--- src/rtl/lap_pkg.sv ---
// shared types, constants and codes of the linear actuator positioner
package lap_pkg;

	// averaging window and accumulator widths
	localparam int AVG_COUNT = 100;
	localparam int SUM_W     = 19;
	localparam int CNT_W     = 7;

	// position divider: numerator bits, one quotient bit per step
	localparam int NUM_W     = 35;
	localparam int DSR_W     = 20;
	localparam int DIV_STEPS = NUM_W;
	localparam int DIV_CNT_W = 6;

	// configuration port
	localparam int ADDR_W = 5;
	localparam int DATA_W = 32;
	localparam logic [ADDR_W-1:0] ADDR_CAL_LOW  = 5'd0;
	localparam logic [ADDR_W-1:0] ADDR_CAL_HIGH = 5'd4;
	localparam logic [ADDR_W-1:0] ADDR_STROKE   = 5'd8;
	localparam logic [ADDR_W-1:0] ADDR_DEADBAND = 5'd12;
	localparam logic [ADDR_W-1:0] ADDR_OVERSHOOT = 5'd16;

	// register reset values
	localparam logic [11:0] RST_CAL_LOW   = 12'd346;
	localparam logic [11:0] RST_CAL_HIGH  = 12'd1145;
	localparam logic [7:0]  RST_STROKE    = 8'd60;
	localparam logic [9:0]  RST_DEADBAND  = 10'd32;
	localparam logic [9:0]  RST_OVERSHOOT = 10'd51;

	// item function codes
	localparam logic [1:0] FUNC_SAMPLE = 2'd0;
	localparam logic [1:0] FUNC_ABS    = 2'd1;
	localparam logic [1:0] FUNC_REL    = 2'd2;

	typedef enum logic [1:0] {
		DRV_STOP = 2'd0,
		DRV_FWD  = 2'd1,
		DRV_BWD  = 2'd2
	} drive_t;

	typedef enum logic [2:0] {
		PH_IDLE = 3'd0,
		PH_FWD  = 3'd1,
		PH_FSET = 3'd2,
		PH_FREV = 3'd3,
		PH_BWD  = 3'd4,
		PH_BSET = 3'd5,
		PH_BFWD = 3'd6
	} phase_t;

	typedef enum logic [2:0] {
		C_IDLE,
		C_PREP,
		C_SCALE,
		C_DIV,
		C_APPLY
	} ctrl_state_t;

	typedef struct packed {
		logic [11:0] cal_low;
		logic [11:0] cal_high;
		logic [7:0]  stroke_mm;
		logic [9:0]  deadband;
		logic [9:0]  overshoot_limit;
	} cfg_t;

	typedef struct packed {
		logic accept;
		logic prep;
		logic scale;
		logic div_step;
		logic apply;
	} dp_cmd_t;

	typedef struct packed {
		logic win_end;
	} dp_status_t;

endpackage

--- src/rtl/linear_actuator_positioner_unit.sv ---
// top level: configuration registers, controller and datapath of the actuator positioner
//
// Input channel (in_valid/in_ready) carries one item: func 0 is an ADC sample, func 1 an
// absolute move, func 2 a relative move; func 3 only reports the present state. Every item
// gives exactly one result on the output channel (out_valid/out_ready): motor drive,
// last window position in signed 1/64 mm, busy and done flags.
// Items that do not close an averaging window are answered from the output register on
// the cycle after acceptance, so such items flow at one per cycle while results are taken.
// The sample that closes a window of AVG_COUNT samples starts the position calculation:
// the set-up states C_PREP and C_SCALE, the restoring divider in C_DIV (one quotient
// bit per cycle) and C_APPLY, which judges the move once the output register is free;
// no item is taken meanwhile. The user must write configuration through the APB port
// (registers at byte addresses 0..16) only while the block is idle; the block itself
// does not enforce this. pready is always high and reads return the register value.
// Reset (arst_n low) loads the calibration defaults, clears the window accumulator,
// position and goal, and leaves the motor stopped; no clearing pass is needed.
// A stalled receiver holds the result in the output register; a new item is accepted
// only in a cycle where that register is empty or being emptied.
module linear_actuator_positioner_unit (
	input  logic                        clk,
	input  logic                        arst_n,
	input  logic                        psel,
	input  logic                        penable,
	input  logic                        pwrite,
	input  logic [lap_pkg::ADDR_W-1:0]  paddr,
	input  logic [lap_pkg::DATA_W-1:0]  pwdata,
	output logic [lap_pkg::DATA_W-1:0]  prdata,
	output logic                        pready,
	input  logic                        in_valid,
	output logic                        in_ready,
	input  logic [1:0]                  func,
	input  logic [11:0]                 sample,
	input  logic signed [14:0]          target_pos,
	output logic                        out_valid,
	input  logic                        out_ready,
	output logic [1:0]                  drive,
	output logic signed [14:0]          position,
	output logic                        busy_res,
	output logic                        done_res
);

	logic [11:0] cal_low_q;
	logic [11:0] cal_high_q;
	logic [7:0]  stroke_q;
	logic [9:0]  deadband_q;
	logic [9:0]  overshoot_q;
	logic        wr_en;

	lap_pkg::cfg_t       cfg;
	lap_pkg::dp_cmd_t    cmd;
	lap_pkg::dp_status_t status;

	assign pready = 1'b1;
	assign wr_en  = psel && penable && pwrite;

	// configuration registers
	always_ff @(posedge clk or negedge arst_n) begin
		if (!arst_n) begin
			cal_low_q   <= lap_pkg::RST_CAL_LOW;
			cal_high_q  <= lap_pkg::RST_CAL_HIGH;
			stroke_q    <= lap_pkg::RST_STROKE;
			deadband_q  <= lap_pkg::RST_DEADBAND;
			overshoot_q <= lap_pkg::RST_OVERSHOOT;
		end else if (wr_en) begin
			case (paddr)
				lap_pkg::ADDR_CAL_LOW:   cal_low_q   <= pwdata[11:0];
				lap_pkg::ADDR_CAL_HIGH:  cal_high_q  <= pwdata[11:0];
				lap_pkg::ADDR_STROKE:    stroke_q    <= pwdata[7:0];
				lap_pkg::ADDR_DEADBAND:  deadband_q  <= pwdata[9:0];
				lap_pkg::ADDR_OVERSHOOT: overshoot_q <= pwdata[9:0];
				default: begin
					cal_low_q <= cal_low_q;
				end
			endcase
		end
	end

	// register read back
	always_comb begin
		case (paddr)
			lap_pkg::ADDR_CAL_LOW:   prdata = lap_pkg::DATA_W'(cal_low_q);
			lap_pkg::ADDR_CAL_HIGH:  prdata = lap_pkg::DATA_W'(cal_high_q);
			lap_pkg::ADDR_STROKE:    prdata = lap_pkg::DATA_W'(stroke_q);
			lap_pkg::ADDR_DEADBAND:  prdata = lap_pkg::DATA_W'(deadband_q);
			lap_pkg::ADDR_OVERSHOOT: prdata = lap_pkg::DATA_W'(overshoot_q);
			default:                 prdata = '0;
		endcase
	end

	assign cfg.cal_low         = cal_low_q;
	assign cfg.cal_high        = cal_high_q;
	assign cfg.stroke_mm       = stroke_q;
	assign cfg.deadband        = deadband_q;
	assign cfg.overshoot_limit = overshoot_q;

	lap_ctrl u_ctrl (
		.clk       (clk),
		.arst_n    (arst_n),
		.in_valid  (in_valid),
		.in_ready  (in_ready),
		.out_valid (out_valid),
		.out_ready (out_ready),
		.status    (status),
		.cmd       (cmd)
	);

	lap_dp u_dp (
		.clk        (clk),
		.arst_n     (arst_n),
		.cmd        (cmd),
		.cfg        (cfg),
		.func       (func),
		.sample     (sample),
		.target_pos (target_pos),
		.status     (status),
		.drive      (drive),
		.position   (position),
		.busy_res   (busy_res),
		.done_res   (done_res)
	);

	// an idle actuator is never driven
	a_idle_stopped: assert property (@(posedge clk) disable iff (!arst_n)
		out_valid |-> (busy_res || drive == lap_pkg::DRV_STOP))
		else $error("motor driven while no move is in progress");

	// a finished move leaves the block idle
	a_done_not_busy: assert property (@(posedge clk) disable iff (!arst_n)
		(out_valid && done_res) |-> !busy_res)
		else $error("move reported done while still busy");

	// no item is taken while a result would be overwritten
	a_no_overrun: assert property (@(posedge clk) disable iff (!arst_n)
		in_ready |-> (!out_valid || out_ready))
		else $error("input accepted with a stalled result pending");

	// a calibration write lands in its register
	a_cal_write: assert property (@(posedge clk) disable iff (!arst_n)
		(wr_en && paddr == lap_pkg::ADDR_CAL_LOW) |=> (cal_low_q == $past(pwdata[11:0])))
		else $error("cal_low write lost");

endmodule

--- src/rtl/lap_ctrl.sv ---
// controller: item handshake, window-end sequencing and output register valid
module lap_ctrl (
	input  logic                clk,
	input  logic                arst_n,
	input  logic                in_valid,
	output logic                in_ready,
	output logic                out_valid,
	input  logic                out_ready,
	input  lap_pkg::dp_status_t status,
	output lap_pkg::dp_cmd_t    cmd
);

	lap_pkg::ctrl_state_t state_q, state_d;
	logic [lap_pkg::DIV_CNT_W-1:0] step_q;
	logic out_valid_q;
	logic out_free;
	logic out_load;

	// next state and commands
	always_comb begin
		state_d  = state_q;
		cmd      = '0;
		in_ready = 1'b0;
		out_free = !out_valid_q || out_ready;
		case (state_q)
			lap_pkg::C_IDLE: begin
				in_ready = out_free;
				if (in_valid && out_free) begin
					cmd.accept = 1'b1;
					if (status.win_end) begin
						state_d = lap_pkg::C_PREP;
					end
				end
			end
			lap_pkg::C_PREP: begin
				cmd.prep = 1'b1;
				state_d  = lap_pkg::C_SCALE;
			end
			lap_pkg::C_SCALE: begin
				cmd.scale = 1'b1;
				state_d   = lap_pkg::C_DIV;
			end
			lap_pkg::C_DIV: begin
				cmd.div_step = 1'b1;
				if (step_q == lap_pkg::DIV_CNT_W'(lap_pkg::DIV_STEPS - 1)) begin
					state_d = lap_pkg::C_APPLY;
				end
			end
			lap_pkg::C_APPLY: begin
				if (out_free) begin
					cmd.apply = 1'b1;
					state_d   = lap_pkg::C_IDLE;
				end
			end
			default: begin
				state_d = lap_pkg::C_IDLE;
			end
		endcase
		out_load = (cmd.accept && !status.win_end) || cmd.apply;
	end

	// state register
	always_ff @(posedge clk or negedge arst_n) begin
		if (!arst_n) begin
			state_q <= lap_pkg::C_IDLE;
		end else begin
			state_q <= state_d;
		end
	end

	// divider step count
	always_ff @(posedge clk or negedge arst_n) begin
		if (!arst_n) begin
			step_q <= '0;
		end else if (state_q == lap_pkg::C_DIV) begin
			step_q <= step_q + 1'b1;
		end else begin
			step_q <= '0;
		end
	end

	// output register occupancy
	always_ff @(posedge clk or negedge arst_n) begin
		if (!arst_n) begin
			out_valid_q <= 1'b0;
		end else if (out_load) begin
			out_valid_q <= 1'b1;
		end else if (out_ready) begin
			out_valid_q <= 1'b0;
		end
	end

	assign out_valid = out_valid_q;

endmodule

--- src/rtl/lap_dp.sv ---
// datapath: sample averaging, position divider, move sequencing and output register
module lap_dp (
	input  logic                clk,
	input  logic                arst_n,
	input  lap_pkg::dp_cmd_t    cmd,
	input  lap_pkg::cfg_t       cfg,
	input  logic [1:0]          func,
	input  logic [11:0]         sample,
	input  logic signed [14:0]  target_pos,
	output lap_pkg::dp_status_t status,
	output logic [1:0]          drive,
	output logic signed [14:0]  position,
	output logic                busy_res,
	output logic                done_res
);

	// move and averaging state
	logic [lap_pkg::SUM_W-1:0] sum_q;
	logic [lap_pkg::CNT_W-1:0] cnt_q;
	logic signed [14:0]        cur_q;
	logic signed [14:0]        goal_q;
	lap_pkg::phase_t           phase_q;
	logic [1:0]                pass_q;
	lap_pkg::drive_t           drv_q;

	// window result pipeline
	logic [lap_pkg::SUM_W-1:0]  win_sum_q;
	logic signed [20:0]         diff_s1;
	logic signed [19:0]         den_s1;
	logic                       zero_s1;
	logic [lap_pkg::NUM_W-1:0]  num_q;
	logic [lap_pkg::DSR_W-1:0]  dsr_q;
	logic [lap_pkg::DSR_W-1:0]  rem_q;
	logic                       neg_q;
	logic                       zero_q;

	// output register
	lap_pkg::drive_t    drive_q;
	logic signed [14:0] position_q;
	logic               busy_q;
	logic               done_q;

	logic [lap_pkg::SUM_W-1:0] sum_inc;
	logic [lap_pkg::CNT_W-1:0] cnt_inc;

	function automatic logic signed [14:0] sat15(input logic signed [15:0] v);
		logic signed [14:0] r;
		if (v > 16'sd16383) begin
			r = 15'sd16383;
		end else if (v < -16'sd16384) begin
			r = -15'sd16384;
		end else begin
			r = v[14:0];
		end
		return r;
	endfunction

	// accumulation and window end detection
	always_comb begin
		sum_inc        = sum_q + lap_pkg::SUM_W'(sample);
		cnt_inc        = cnt_q + 1'b1;
		status.win_end = (func == lap_pkg::FUNC_SAMPLE) &&
			(cnt_inc >= lap_pkg::CNT_W'(lap_pkg::AVG_COUNT));
	end

	// move command decode
	logic signed [15:0] err;
	logic signed [15:0] db_s;
	logic signed [15:0] rel_sum;
	lap_pkg::phase_t    mv_phase;
	logic [1:0]         mv_pass;
	lap_pkg::drive_t    mv_drv;
	logic signed [14:0] mv_goal;
	logic               mv_done;

	always_comb begin
		err      = {target_pos[14], target_pos} - {cur_q[14], cur_q};
		db_s     = $signed({6'b0, cfg.deadband});
		rel_sum  = {cur_q[14], cur_q} + {target_pos[14], target_pos};
		mv_phase = phase_q;
		mv_pass  = pass_q;
		mv_drv   = drv_q;
		mv_goal  = goal_q;
		mv_done  = 1'b0;
		if (phase_q == lap_pkg::PH_IDLE) begin
			case (func)
				lap_pkg::FUNC_ABS: begin
					mv_goal = target_pos;
					if (err >= db_s) begin
						mv_phase = lap_pkg::PH_FWD;
						mv_pass  = 2'd1;
						mv_drv   = lap_pkg::DRV_FWD;
					end else if (err <= -db_s) begin
						mv_phase = lap_pkg::PH_BWD;
						mv_pass  = 2'd1;
						mv_drv   = lap_pkg::DRV_BWD;
					end else begin
						mv_phase = lap_pkg::PH_IDLE;
						mv_pass  = 2'd0;
						mv_drv   = lap_pkg::DRV_STOP;
						mv_done  = 1'b1;
					end
				end
				lap_pkg::FUNC_REL: begin
					mv_goal = sat15(rel_sum);
					mv_pass = 2'd3;
					if (target_pos > 15'sd0) begin
						mv_phase = lap_pkg::PH_FWD;
						mv_drv   = lap_pkg::DRV_FWD;
					end else begin
						mv_phase = lap_pkg::PH_BWD;
						mv_drv   = lap_pkg::DRV_BWD;
					end
				end
				default: begin
					mv_done = 1'b0;
				end
			endcase
		end
	end

	// window offset and calibration span
	logic [lap_pkg::SUM_W-1:0] low_scaled;
	logic signed [12:0]        span;
	logic signed [19:0]        den;
	logic signed [20:0]        diff;

	always_comb begin
		low_scaled = lap_pkg::SUM_W'({7'b0, cfg.cal_low} *
			lap_pkg::SUM_W'(lap_pkg::AVG_COUNT));
		span = $signed({1'b0, cfg.cal_high}) - $signed({1'b0, cfg.cal_low});
		den  = 20'({{7{span[12]}}, span}) * 20'(lap_pkg::AVG_COUNT);
		diff = $signed({2'b0, win_sum_q}) - $signed({2'b0, low_scaled});
	end

	// scale by stroke, fold signs and form rounding numerator
	logic signed [29:0]        prod;
	logic                      prod_neg;
	logic                      div_neg;
	logic [26:0]               mag;
	logic signed [19:0]        den_abs;
	logic [lap_pkg::NUM_W-1:0] num_init;

	always_comb begin
		prod     = $signed({{9{diff_s1[20]}}, diff_s1}) * $signed({22'b0, cfg.stroke_mm});
		prod_neg = prod[29];
		div_neg  = den_s1[19] ? (!prod_neg && (prod != 30'sd0)) : prod_neg;
		mag      = prod_neg ? 27'(-prod) : 27'(prod);
		den_abs  = den_s1[19] ? -den_s1 : den_s1;
		num_init = lap_pkg::NUM_W'({mag, 7'b0}) + lap_pkg::NUM_W'(den_abs[18:0]);
	end

	// one restoring division step
	logic [lap_pkg::DSR_W:0]   trial;
	logic                      trial_ge;
	logic [lap_pkg::DSR_W-1:0] rem_next;

	always_comb begin
		trial    = {rem_q, num_q[lap_pkg::NUM_W-1]};
		trial_ge = trial >= {1'b0, dsr_q};
		rem_next = trial_ge ? lap_pkg::DSR_W'(trial - {1'b0, dsr_q})
			: lap_pkg::DSR_W'(trial);
	end

	// rounded, signed and saturated window position
	logic signed [14:0] pos_new;

	always_comb begin
		if (zero_q) begin
			pos_new = 15'sd0;
		end else if (neg_q) begin
			pos_new = (num_q > lap_pkg::NUM_W'(16384)) ? -15'sd16384 : -$signed(num_q[14:0]);
		end else begin
			pos_new = (num_q > lap_pkg::NUM_W'(16383)) ? 15'sd16383 : $signed(num_q[14:0]);
		end
	end

	// judge the move once per window
	logic signed [16:0] p17;
	logic signed [16:0] g17;
	logic signed [16:0] g_over;
	logic signed [16:0] g_db;
	lap_pkg::phase_t    adv_phase;
	logic [1:0]         adv_pass;
	lap_pkg::drive_t    adv_drv;
	logic               adv_done;
	logic               adv_finish;

	always_comb begin
		p17        = {{2{pos_new[14]}}, pos_new};
		g17        = {{2{goal_q[14]}}, goal_q};
		g_over     = g17 + $signed({7'b0, cfg.overshoot_limit});
		g_db       = g17 + $signed({7'b0, cfg.deadband});
		adv_phase  = phase_q;
		adv_pass   = pass_q;
		adv_drv    = drv_q;
		adv_finish = 1'b0;
		case (phase_q)
			lap_pkg::PH_IDLE: begin
				adv_finish = 1'b0;
			end
			lap_pkg::PH_FWD: begin
				if (p17 >= g17) begin
					if (pass_q == 2'd3) begin
						adv_finish = 1'b1;
					end else begin
						adv_phase = lap_pkg::PH_FSET;
						adv_drv   = lap_pkg::DRV_STOP;
					end
				end
			end
			lap_pkg::PH_FSET: begin
				if (p17 < g17) begin
					adv_phase = lap_pkg::PH_FWD;
					adv_pass  = pass_q + 2'd1;
					adv_drv   = lap_pkg::DRV_FWD;
				end else if (pass_q == 2'd1 && p17 > g_over) begin
					adv_phase = lap_pkg::PH_FREV;
					adv_drv   = lap_pkg::DRV_BWD;
				end else begin
					adv_finish = 1'b1;
				end
			end
			lap_pkg::PH_FREV: begin
				adv_finish = (p17 <= g17);
			end
			lap_pkg::PH_BWD: begin
				if (p17 <= g17) begin
					if (pass_q == 2'd3) begin
						adv_finish = 1'b1;
					end else begin
						adv_phase = lap_pkg::PH_BSET;
						adv_drv   = lap_pkg::DRV_STOP;
					end
				end
			end
			lap_pkg::PH_BSET: begin
				if (p17 > g17) begin
					adv_phase = lap_pkg::PH_BWD;
					adv_pass  = pass_q + 2'd1;
					adv_drv   = lap_pkg::DRV_BWD;
				end else if ((pass_q == 2'd1) ? (p17 < g17) : (p17 < g_db)) begin
					adv_phase = lap_pkg::PH_BFWD;
					adv_drv   = lap_pkg::DRV_FWD;
				end else begin
					adv_finish = 1'b1;
				end
			end
			lap_pkg::PH_BFWD: begin
				adv_finish = (p17 >= g17);
			end
			default: begin
				adv_finish = 1'b1;
			end
		endcase
		adv_done = adv_finish;
		if (adv_finish) begin
			adv_phase = lap_pkg::PH_IDLE;
			adv_pass  = 2'd0;
			adv_drv   = lap_pkg::DRV_STOP;
		end
	end

	// averaging and move state
	always_ff @(posedge clk or negedge arst_n) begin
		if (!arst_n) begin
			sum_q   <= '0;
			cnt_q   <= '0;
			cur_q   <= '0;
			goal_q  <= '0;
			phase_q <= lap_pkg::PH_IDLE;
			pass_q  <= '0;
			drv_q   <= lap_pkg::DRV_STOP;
		end else if (cmd.accept) begin
			if (func == lap_pkg::FUNC_SAMPLE) begin
				if (status.win_end) begin
					sum_q <= '0;
					cnt_q <= '0;
				end else begin
					sum_q <= sum_inc;
					cnt_q <= cnt_inc;
				end
			end
			goal_q  <= mv_goal;
			phase_q <= mv_phase;
			pass_q  <= mv_pass;
			drv_q   <= mv_drv;
		end else if (cmd.apply) begin
			cur_q   <= pos_new;
			phase_q <= adv_phase;
			pass_q  <= adv_pass;
			drv_q   <= adv_drv;
		end
	end

	// divider operands and iteration
	always_ff @(posedge clk) begin
		if (cmd.accept) begin
			win_sum_q <= sum_inc;
		end
		if (cmd.prep) begin
			diff_s1 <= diff;
			den_s1  <= den;
			zero_s1 <= (win_sum_q == '0);
		end
		if (cmd.scale) begin
			num_q  <= num_init;
			dsr_q  <= {den_abs[18:0], 1'b0};
			rem_q  <= '0;
			neg_q  <= div_neg;
			zero_q <= zero_s1 || (den_s1 == 20'sd0);
		end else if (cmd.div_step) begin
			num_q <= {num_q[lap_pkg::NUM_W-2:0], trial_ge};
			rem_q <= rem_next;
		end
	end

	// result register
	always_ff @(posedge clk) begin
		if (cmd.accept && !status.win_end) begin
			drive_q    <= mv_drv;
			position_q <= cur_q;
			busy_q     <= (mv_phase != lap_pkg::PH_IDLE);
			done_q     <= mv_done;
		end else if (cmd.apply) begin
			drive_q    <= adv_drv;
			position_q <= pos_new;
			busy_q     <= (adv_phase != lap_pkg::PH_IDLE);
			done_q     <= adv_done;
		end
	end

	assign drive    = drive_q;
	assign position = position_q;
	assign busy_res = busy_q;
	assign done_res = done_q;

endmodule
--- config.mk ---
export PLATFORM = sky130hd
export DESIGN_NAME = linear_actuator_positioner_unit
export DESIGN_NICKNAME = d
export VERILOG_FILES = /design/src/rtl/lap_pkg.sv /design/src/rtl/linear_actuator_positioner_unit.sv /design/src/rtl/lap_ctrl.sv /design/src/rtl/lap_dp.sv
export SDC_FILE = /design/constraint.sdc
export NUM_CORES = 1
export LEC_CHECK = 0
export BUFFER_PORTS_ARGS = -buffer_cell sky130_fd_sc_hd__clkbuf_2
export CAP_MARGIN = 20
export CORE_UTILIZATION = 40
export DETAILED_ROUTE_END_ITERATION = 10
export MAX_ROUTING_LAYER = met4
export SLEW_MARGIN = 15
export SYNTH_ARGS = -nofsm -noshare
export SYNTH_HDL_FRONTEND = slang
export SYNTH_SLANG_ARGS = --single-unit
--- constraint.sdc ---
create_clock -name clk -period 20.5 [get_ports clk]
set_clock_uncertainty 0.15 [all_clocks]
set_input_delay 2.05 -clock clk [delete_from_list [all_inputs] [get_ports clk]]
set_output_delay 2.05 -clock clk [all_outputs]
set_load 0.02 [all_outputs]
==> impl_metrics.json <==
{
  "status": "finished clean",
  "endpoint_kind": "register",
  "numCtsBuffers": 35,
  "postCtsHoldBufs": 0,
  "timing.setup.tns_ns": 0,
  "drv.max_cap_violation_count": 0,
  "place.gp.congestion": 0.887,
  "antenna_cells": 0,
  "floorplan.core_area_mm2": 0.0704,
  "setup_violations": 0,
  "initial_core_util_pct": 40.7,
  "leakage_power_nw": 14.8,
  "rows": 97,
  "netlist-cell-type-count": 91,
  "timing.critical_path.from_type": "register",
  "synth_top_cells_by_count": "416 x sky130_fd_sc_hd__inv_1, 342 x sky130_fd_sc_hd__ha_1, 295 x sky130_fd_sc_hd__nand2_1",
  "rsz0062_at_grt": "false",
  "proportion_of_layout_cells_with_a_drive_suffix_above_1_pct": 8.33,
  "detailed_place_hpwl_um": 55300,
  "io_pins": 127,
  "route.vias.total": 22000,
  "route.antenna.remaining_nets": 0,
  "cts_max_level": 2,
  "most_repeated_cell_in_the_gate_level_netlist_after_synthesis": "sky130_fd_sc_hd__inv_1",
  "yosys_warnings": 0,
  "synthFlopType": "sky130_fd_sc_hd__edfxtp_1",
  "final_core_utilization_pct": 44.3,
  "overflow": 0,
  "p_per_area_mw_per_mm2": 102,
  "cts_buffer_depth": 3,
  "wl_per_cell_um": 16.5,
  "critical_path_arrival_ns": 9.39,
  "synth-compound-area-share_pct": 15.9,
  "synth_xor_xnor_area_share_pct": 6.46,
  "synth_largest_area_cell": "sky130_fd_sc_hd__ha_1",
  "dominant_combinational_cell_family_by_area_after_synthesis": "adder cells",
  "cts_tree": "yes",
  "timing.final.hold_violations": 0,
  "first_pass_grt_wire_length_um": 113000,
  "clk-insertion-delay-late_ns": 0.57,
  "slew_headroom_pct": 22.6,
  "mappedNetlistArea_mm2": 0.0286,
  "synth-edff-count": 131,
  "synth.area.top_cells": "sky130_fd_sc_hd__ha_1 15%, sky130_fd_sc_hd__edfxtp_1 14%, sky130_fd_sc_hd__fa_1 11%",
  "min-delay-path-class": "register to register",
  "floorplan.die.width_um": 270,
  "synth_sequential_area_ratio_pct": 26.1,
  "antenna_violations_before_repair": 1,
  "post-route-drc-count": 0,
  "syn_to_final_growth_pct": 8.84,
  "tightest_slew_ns": 1.15,
  "post_cts.repair.setup_buffers": 0,
  "synth-seq-cells": 276,
  "highest_fanout_seen_on_the_critical_path": 22,
  "global_route.usage.total_pct": 19.6,
  "grt_pass1_vias": 21100,
  "min_period_ns": 9.14,
  "root_buffer": "sky130_fd_sc_hd__clkbuf_16",
  "syn-instance-count": 3183,
  "synthAdderAreaFrac_pct": 25.7,
  "dieHeight_um": 270,
  "num-fill-cells": 6975,
  "synth.avg_cell_area_um2": 9.00,
  "clkSlewWorstSetupHoldPaths_ns": 0.06,
  "cts_sinks": 276,
  "maximum_number_of_pins_on_one_net_before_global_route_repair": 73,
  "totalWireLength_um": 69100,
  "dieArea_mm2": 0.0727,
  "count_of_cells_resized_by_post_cts_repair": 0,
  "timing.setup.critical_path_class": "register to register",
  "required_time_worst_endpoint_ns": 20.74,
  "synth_simple_gate_area_share_pct": 15.3,
  "async_sr_flop_fraction_pct": 45.3,
  "final_nets": 3796,
  "ir_worst_vdd_v": 0.0000813,
  "fmaxAchievable_mhz": 109,
  "post-route-period-util_pct": 44.6,
  "viasPerCell": 5.25,
  "synthMuxAreaShare_pct": 3.07,
  "drtPass1Iterations": 9,
  "synth_top_area_share_pct": 14.9,
  "drtIter0Drc": 1372,
  "io_buffer_count": 85,
  "drv_slew": 0
}
## state kept, by name, indices dropped and copies added (netlist names), 12 cells and up
name and cells:
u_dp.win_sum_q 19, u_dp.rem_q 20, u_dp.diff_s1 20, cal_low_q 12
u_dp.goal_q 15, u_dp.position 15, u_dp.sum_q 19, u_dp.num_q 35
u_dp.den_s1 18, u_dp.cur_q 15, cal_high_q 12, u_dp.dsr_q 17
## path summary, 6_finish.rpt
check | slack, ns | start | cells past startpoint | to
setup / recovery | 11.36 | stroke_q[1]$_DFFE_PN0P_ | 26 | u_dp.num_q[30]$_DFFE_PN_
hold / removal | 0.31 | u_dp.rem_q[0]$_SDFFE_PP0P_ | 2 | u_dp.rem_q[0]$_SDFFE_PP0P_
setup reg to reg | 11.36 | stroke_q[1]$_DFFE_PN0P_ | 26 | u_dp.num_q[30]$_DFFE_PN_
hold reg to reg | 0.31 | u_dp.rem_q[0]$_SDFFE_PP0P_ | 2 | u_dp.rem_q[0]$_SDFFE_PP0P_
max in group asynchronous | 17.53 | arst_n | 2 | u_dp.sum_q[18]$_DFFE_PN0P_
min in group asynchronous | 1.30 | arst_n | 1 | u_ctrl.step_q[2]$_DFF_PN0_
## worst max-delay path: stages, from the launching register on
cell and delay [ns]:
sky130_fd_sc_hd__dfrtp_1 0.92, sky130_fd_sc_hd__and2_1 0.28, sky130_fd_sc_hd__fa_1 0.56, sky130_fd_sc_hd__fa_1 0.61
sky130_fd_sc_hd__inv_1 0.13, sky130_fd_sc_hd__fa_1 0.54, sky130_fd_sc_hd__inv_1 0.05, sky130_fd_sc_hd__fa_1 0.49
sky130_fd_sc_hd__ha_1 0.36, sky130_fd_sc_hd__a21oi_1 0.15, sky130_fd_sc_hd__o21ai_0 0.15, sky130_fd_sc_hd__or3_1 0.36
sky130_fd_sc_hd__or3_1 0.32, sky130_fd_sc_hd__nand3_1 0.53, sky130_fd_sc_hd__mux2_2 0.44, sky130_fd_sc_hd__ha_1 0.28
sky130_fd_sc_hd__a21o_1 0.13, sky130_fd_sc_hd__a41oi_1 0.11, sky130_fd_sc_hd__o21ai_0 0.16, sky130_fd_sc_hd__o31ai_1 0.18
sky130_fd_sc_hd__o21ai_0 0.31, sky130_fd_sc_hd__o21ai_0 0.24, sky130_fd_sc_hd__nor3b_1 0.45, sky130_fd_sc_hd__and2_1 0.27
sky130_fd_sc_hd__nand2b_4 0.09, sky130_fd_sc_hd__or4_1 0.51, sky130_fd_sc_hd__a31oi_1 0.16
## cells in the final DEF, fill, tap and decap left out, types with 31 or more instances in the layout
cell	instances
sky130_fd_sc_hd__o21bai_1	32
sky130_fd_sc_hd__xor2_1	58
sky130_fd_sc_hd__nand3_1	50
sky130_fd_sc_hd__nand2_1	295
sky130_fd_sc_hd__fa_1	154
sky130_fd_sc_hd__clkbuf_2	84
sky130_fd_sc_hd__o21ai_0	186
sky130_fd_sc_hd__nor2b_1	46
sky130_fd_sc_hd__edfxtp_1	131
sky130_fd_sc_hd__and2_1	111
sky130_fd_sc_hd__clkbuf_16	36
sky130_fd_sc_hd__nor3_1	47
sky130_fd_sc_hd__a21o_1	50
sky130_fd_sc_hd__a21oi_1	142
sky130_fd_sc_hd__inv_1	416
sky130_fd_sc_hd__nor4_1	32
sky130_fd_sc_hd__dfrtp_1	105
sky130_fd_sc_hd__nand2b_1	31
sky130_fd_sc_hd__xnor2_1	148
sky130_fd_sc_hd__mux2_2	62
sky130_fd_sc_hd__nor2_1	169
sky130_fd_sc_hd__ha_1	342
## area by class of cell
type	instances	area, um2	share of cell area, %
clock buffer	50	1040	3.35
clock inverter	14	148	0.474
inverter	419	1570	5.05
multi-input combinational	2390	19100	61.4
sequential	276	7490	24.0
tap	940	1180	3.77
timing repair buffer	105	614	1.97
## layer usage
metal	track usage [%]	vias up	routed length, um
met3	2.45	63	2950
met4	3.47	0	868
met2	29.9	370	30600
li1	-	11100	-
met5	-	-	0
met1	28.0	10500	34700
## through the flow
stage | hold WS, ns | cells | area, um2 | total power [mW] | setup WS [ns]
2_1_floorplan | 0.276 | 3202 | 28700 | 2.18 | 12.18
3_3_place_gp | 0.298 | 4128 | 29900 | 2.52 | 11.40
3_5_place_dp | 0.303 | 4128 | 29900 | 2.54 | 11.34
4_1_cts | 0.310 | 4192 | 31100 | 3.19 | 11.30
5_1_grt | 0.328 | 4194 | 31200 | 3.48 | 10.69
6_report | 0.311 | 4194 | 31200 | 3.17 | 11.36
## kinds of logic (layout without fill, tap and decap cells)
group           count (synthesis)  after routing
simple gates                  893            893
compound gates                692            692
mux                            80             80
xor+xnor                      208            208
flops                         276            276
fa+ha+maj                     496            496
other cells                     2             21
buf+inv                       536            588
## power breakdown
| group | switching [mW] | total, mW | internal [mW] |
|---|---|---|---|
| sequential | 0.0863 | 0.795 | 0.708 |
| clock | 0.257 | 0.629 | 0.372 |
| combinational | 0.985 | 1.74 | 0.757 |
| total | 1.33 | 3.17 | 1.84 |
No activity file was read; power rests on OpenSTA's default activity.
